--- config.mk ---
export PLATFORM = sky130hd
export DESIGN_NAME = emlbc_div
export DESIGN_NICKNAME = d
export VERILOG_FILES = /design/src/rtl/emlbc_pkg.sv /design/src/rtl/emlbc_div.sv
export SDC_FILE = /design/constraint.sdc
export NUM_CORES = 1
export LEC_CHECK = 0
export ABC_AREA = 1
export BUFFER_PORTS_ARGS = -buffer_cell sky130_fd_sc_hd__buf_4
export CORE_AREA = 4 4 103 125
export DETAILED_ROUTE_END_ITERATION = 10
export DIE_AREA = 0 0 107 129
export PLACE_DENSITY = 0.8
export SLEW_MARGIN = 10
export SYNTH_ARGS = -nofsm -noshare
export SYNTH_HDL_FRONTEND = slang
export SYNTH_SLANG_ARGS = --single-unit
--- constraint.sdc ---
create_clock -name i_clk -period 5 [get_ports i_clk]
set_input_delay 0.5 -clock i_clk [delete_from_list [all_inputs] [get_ports i_clk]]
set_output_delay 0.5 -clock i_clk [all_outputs]
set_load 0.03 [all_outputs]
--- src/rtl/emlbc_pkg.sv ---
package emlbc_pkg;

    localparam int unsigned CellSize = 63;
    localparam int unsigned IdxW     = 6;
    // Fraction bits of dist_value; the collision arithmetic does not depend on it.
    localparam int unsigned FracBits = 16;

    typedef struct packed {
        logic signed [31:0] dist_value;
        logic        [15:0] cell_speed_sq;
    } t_in_item;

    typedef struct packed {
        logic signed [31:0] new_value;
        logic [IdxW-1:0]    element_index;
        logic               last_of_cell;
    } t_out_item;

    // Decoded position of one element: direction, row, column.
    typedef struct packed {
        logic [2:0] dir;
        logic [1:0] row;
        logic [1:0] col;
    } t_pos;

    function automatic t_pos decode_pos(input logic [IdxW-1:0] e);
        t_pos p;
        logic [IdxW-1:0] r;
        p.dir = (e >= IdxW'(54)) ? 3'd6 :
                (e >= IdxW'(45)) ? 3'd5 :
                (e >= IdxW'(36)) ? 3'd4 :
                (e >= IdxW'(27)) ? 3'd3 :
                (e >= IdxW'(18)) ? 3'd2 :
                (e >= IdxW'(9))  ? 3'd1 : 3'd0;
        r     = e - IdxW'(p.dir) * IdxW'(9);
        p.row = (r >= IdxW'(6)) ? 2'd2 : (r >= IdxW'(3)) ? 2'd1 : 2'd0;
        p.col = 2'(r - IdxW'(p.row) * IdxW'(3));
        return p;
    endfunction

endpackage

--- src/rtl/emlbc_div.sv ---
// Restoring divider for the rest-direction quotient: one quotient bit a cycle.
module emlbc_div import emlbc_pkg::*; (
    input  logic               i_clk,
    input  logic               i_rst_n,
    input  logic               i_start,
    input  logic        [63:0] i_num,
    input  logic        [16:0] i_den,
    output logic               o_busy,
    output logic        [63:0] o_quo
);
    logic [63:0] r_quo;
    logic [16:0] r_den;
    logic [17:0] r_rem;
    logic [6:0]  r_cnt;
    logic [17:0] w_trial;
    logic [17:0] w_sub;

    assign w_trial = {r_rem[16:0], r_quo[63]};
    assign w_sub   = w_trial - {1'b0, r_den};

    always_ff @(posedge i_clk) begin
        if (!i_rst_n) begin
            r_cnt <= '0;
        end else if (i_start) begin
            r_quo <= i_num;
            r_den <= i_den;
            r_rem <= '0;
            r_cnt <= 7'd64;
        end else if (r_cnt != '0) begin
            r_cnt <= r_cnt - 7'd1;
            if (!w_sub[17]) begin
                r_rem <= w_sub;
                r_quo <= {r_quo[62:0], 1'b1};
            end else begin
                r_rem <= w_trial;
                r_quo <= {r_quo[62:0], 1'b0};
            end
        end
    end

    assign o_busy = (r_cnt != '0);
    assign o_quo  = r_quo;
endmodule

==> flow_summary_export.csv <==
group,metric,value,unit
run_status,status,"completed",
worst_setup_path,r2r-end,"r_rem[11]$_SDFFCE_PP0P_",
synthesis,synth_area_leaders,"edfxtp_1 54%, nand2_1 19%, inv_1 4.2%",
finish,nNetsFinal,880,
worst_setup_path,rr_worst_depth,6,
clocking,cts.reportedPaths.clkPinSlew,70,ps
placed_design,portBuffers,148,
placed_design,placed_area,6740,um^2
worst_setup_path,end_kind,"flop",
clocking,cts_resized,0,
worst_setup_path,path_class,"reg2reg",
placed_design,place.gp.congestion,0.897,
clocking,cts.htree.levels,3,
power_and_ir_drop,leakagePower,3.48,nW
worst_setup_path,cp.arrival,2450,ps
synthesis,synth.top_cell.area_share,0.536,
power_and_ir_drop,internal_power,1.87,mW
finish,syn_to_final_growth,27.8,%
clocking,insertion_delay,340,ps
drt,wire_per_inst,14.4,um
grt,use_met3,0.0452,
worst_setup_path,crit_cells,6,
die,fp.dieH,129,um
power_and_ir_drop,p_comb_frac,0.362,
grt,met1_usage,0.251,
power_and_ir_drop,switching_share,0.369,
timing,slew_headroom,0.358,
clocking,post_cts_buffers,0,
die,die_x,107,um
drt,ant_nets,0,
grt,grt_pass1_vias,4551,
drt,drc,0,
hold_path,hp-class,"in2reg",
clocking,cts_buffers,9,
die,core,11500,um^2
clocking,root_buffer,"clkbuf_16",
timing,hold_violations,0,
job,max_cap_viol_count,0,
timing,rsz0062_at_grt,"false",
worst_setup_path,cp_cell_sequence,"inv_1 -> ha_1 -> nand2_1 -> nor3_1 -> a31oi_4 -> buf_4",
worst_setup_path,cp_slowest_cell,"a31oi_4",
synthesis,synth.top_cells.by_count,"281 x nand2_1, 98 x edfxtp_1, 62 x inv_1",
power_and_ir_drop,seqPwrFrac,0.417,
placed_design,dp_hpwl,10.2,mm
worst_setup_path,cp.required,5010,ps
grt,grt-busiest-layer,"met2",
timing,holdWs,330,ps
timing,setup_violations,0,
power_and_ir_drop,switchingPower,1.09,mW
drt,wl,13.6,mm
clocking,ctsHoldBuffers,0,
worst_setup_path,cp-endpoint,"r_rem[11]$_SDFFCE_PP0P_",
timing,period_share,0.489,
synthesis,ys_seq_area_frac,0.561,
synthesis,yosys_register_bits,105,
timing,fmax,409,MHz
timing,period_needed,2450,ps
worst_setup_path,crit-reg2reg-launch,"r_cnt[0]$_SDFFE_PP0P_",
power_and_ir_drop,power,2.96,mW
synthesis,synth_nets,737,
worst_setup_path,slowest_delay,760,ps
synthesis,syn_area_per_cell,8.66,um^2
synthesis,synth_top_area_cell,"edfxtp_1",
worst_setup_path,crit_buf_inv,2,
timing,setup_tns,0,ps
timing,skew,7.01,ps
worst_setup_path,crit_fanout,29,
finish,drive_gt1_frac,0.239,
finish,final_area,7020,um^2
timing,worstMarginPinSlew,963,ps
drt,drt_iter0_markers,284,
power_and_ir_drop,clkPwrFrac,0.221,
worst_setup_path,path_delay_family,"compound AO/OA/AOI/OAI gates",
clocking,cts_buffer_depth,2,
grt,grt_use_met2,0.341,
grt,grt_usage,0.200,
synthesis,synthCells,634,
synthesis,synth_async_sr_flop_share,0,
worst_setup_path,startpoint_type,"flop",
grt,grt_max_degree,81,
die,dieArea,13800,um^2
finish,diodes,0,
worst_setup_path,startpoint,"r_cnt[0]$_SDFFE_PP0P_",
synthesis,synth_ff_type,"edfxtp_1",
grt,globalRouteOverflowTotal,0,
die,io_pins,149,
synthesis,synth_cell_type_count,33,
synthesis,synth_edf_count,98,
die,rows,43,
grt,grt_first_pass_wirelength,21.7,mm
power_and_ir_drop,peakVddDrop,0.000241,V
synthesis,syn_area,5490,um^2
clocking,cts_tree,"yes",
power_and_ir_drop,powerDensity,422,nW/um^2
drt,routed_via_density,4.99,
clocking,cts.sinks,105,
worst_setup_path,rrSetupSlack,2550,ps
synthesis,ys_warn_count,0,
drt,first_pass_iters,5,
timing,drv_slew,0,
grt,antenna_found_initial,0,
die,start_util,0.477,
synthesis,post-synth-top-count-cell,"nand2_1",
drt,vias,4684,
-- how the worst min path moves through the flow --
stage | from | end | slack, ps | depth (start not counted)
after floorplan | r_cnt[0]$_SDFFE_PP0P_ | r_cnt[0]$_SDFFE_PP0P_ | 420 | 1
after global placement | r_cnt[0]$_SDFFE_PP0P_ | r_cnt[0]$_SDFFE_PP0P_ | 430 | 1
after detailed placement | r_cnt[0]$_SDFFE_PP0P_ | r_cnt[0]$_SDFFE_PP0P_ | 450 | 1
after CTS | i_den[4] | r_den[4]$_DFFE_PP_ | 320 | 1
after global routing | i_den[4] | r_den[4]$_DFFE_PP_ | 320 | 1
final | i_den[4] | r_den[4]$_DFFE_PP_ | 330 | 1
-- power by group through the flow --
stage	Sequential, mW	Clock [mW]	Combinational, mW
global placement	1.25	0	1.04
finish	1.23	0.653	1.07
detailed placement	1.25	0	1.06
CTS	1.23	0.662	1.07
floorplan	1.38	0	0.613
global route	1.25	0.696	1.19
-- cell type report --
class,instances,area (um^2)
Sequential cell,105,3080
Fill cell,952,4500
Clock inverter,6,42.5
Multi-Input combinational cell,445,2090
Timing Repair Buffer,151,1130
Inverter,65,244
Tap cell,157,196
Clock buffer,10,229
-- per-layer routing --
metal,vias up,part of all wire
met1,2146,0.40
met5,-,0
li1,2306,-
met2,211,0.51
met4,0,0.017
met3,21,0.081
-- flip-flops by register name (all words and copies together) (netlist names) --
signal and count:
o_quo 64, r_rem 17, r_den 17, r_cnt 7
-- worst reg2reg max path, delay by kind of cell, from the launching register on --
| family | cells | cell delay (ps) |
|---|---|---|
| buf+inv | 2 | 550 |
| fa+ha+maj | 1 | 220 |
| flops | 1 | 350 |
| compound gates | 1 | 760 |
| simple gates | 2 | 210 |
-- cell families (layout without fill, tap and decap cells) --
| family | count (synthesis) | in the layout | share of synthesized area |
|---|---|---|---|
| buffers and inverters | 84 | 232 | 0.0613 |
| flip-flops | 105 | 105 | 0.561 |
| adder cells (fa/ha/maj) | 19 | 19 | 0.0447 |
| AO/OA/AOI/OAI | 28 | 28 | 0.0283 |
| AND/OR/NAND/NOR | 387 | 387 | 0.287 |
| XOR/XNOR | 11 | 11 | 0.0175 |
-- placed cells by master (no fill, tap or decap), types with 2 or more instances in the layout --
cell,instances
ha_1,18
clkinv_2,3
nor2_1,57
nand3_1,29
inv_1,62
nand2_4,3
xor2_1,8
xnor2_1,3
nor3_1,3
buf_4,151
nand2_2,5
a21oi_1,14
nor2_4,2
nand3_2,3
dfxtp_1,7
clkbuf_16,9
edfxtp_1,98
nand2_1,281
inv_2,3
o21ai_0,8
-- through the flow --
step | utilization | cells | setup slack, ps
finish | 0.609 | 939 | 2550
global route | 0.609 | 939 | 2330
CTS | 0.609 | 939 | 2540
detailed placement | 0.586 | 923 | 2160
global placement | 0.586 | 923 | 2260
floorplan | - | 634 | 1280
Note: power is estimated with default switching activity, not from simulation.
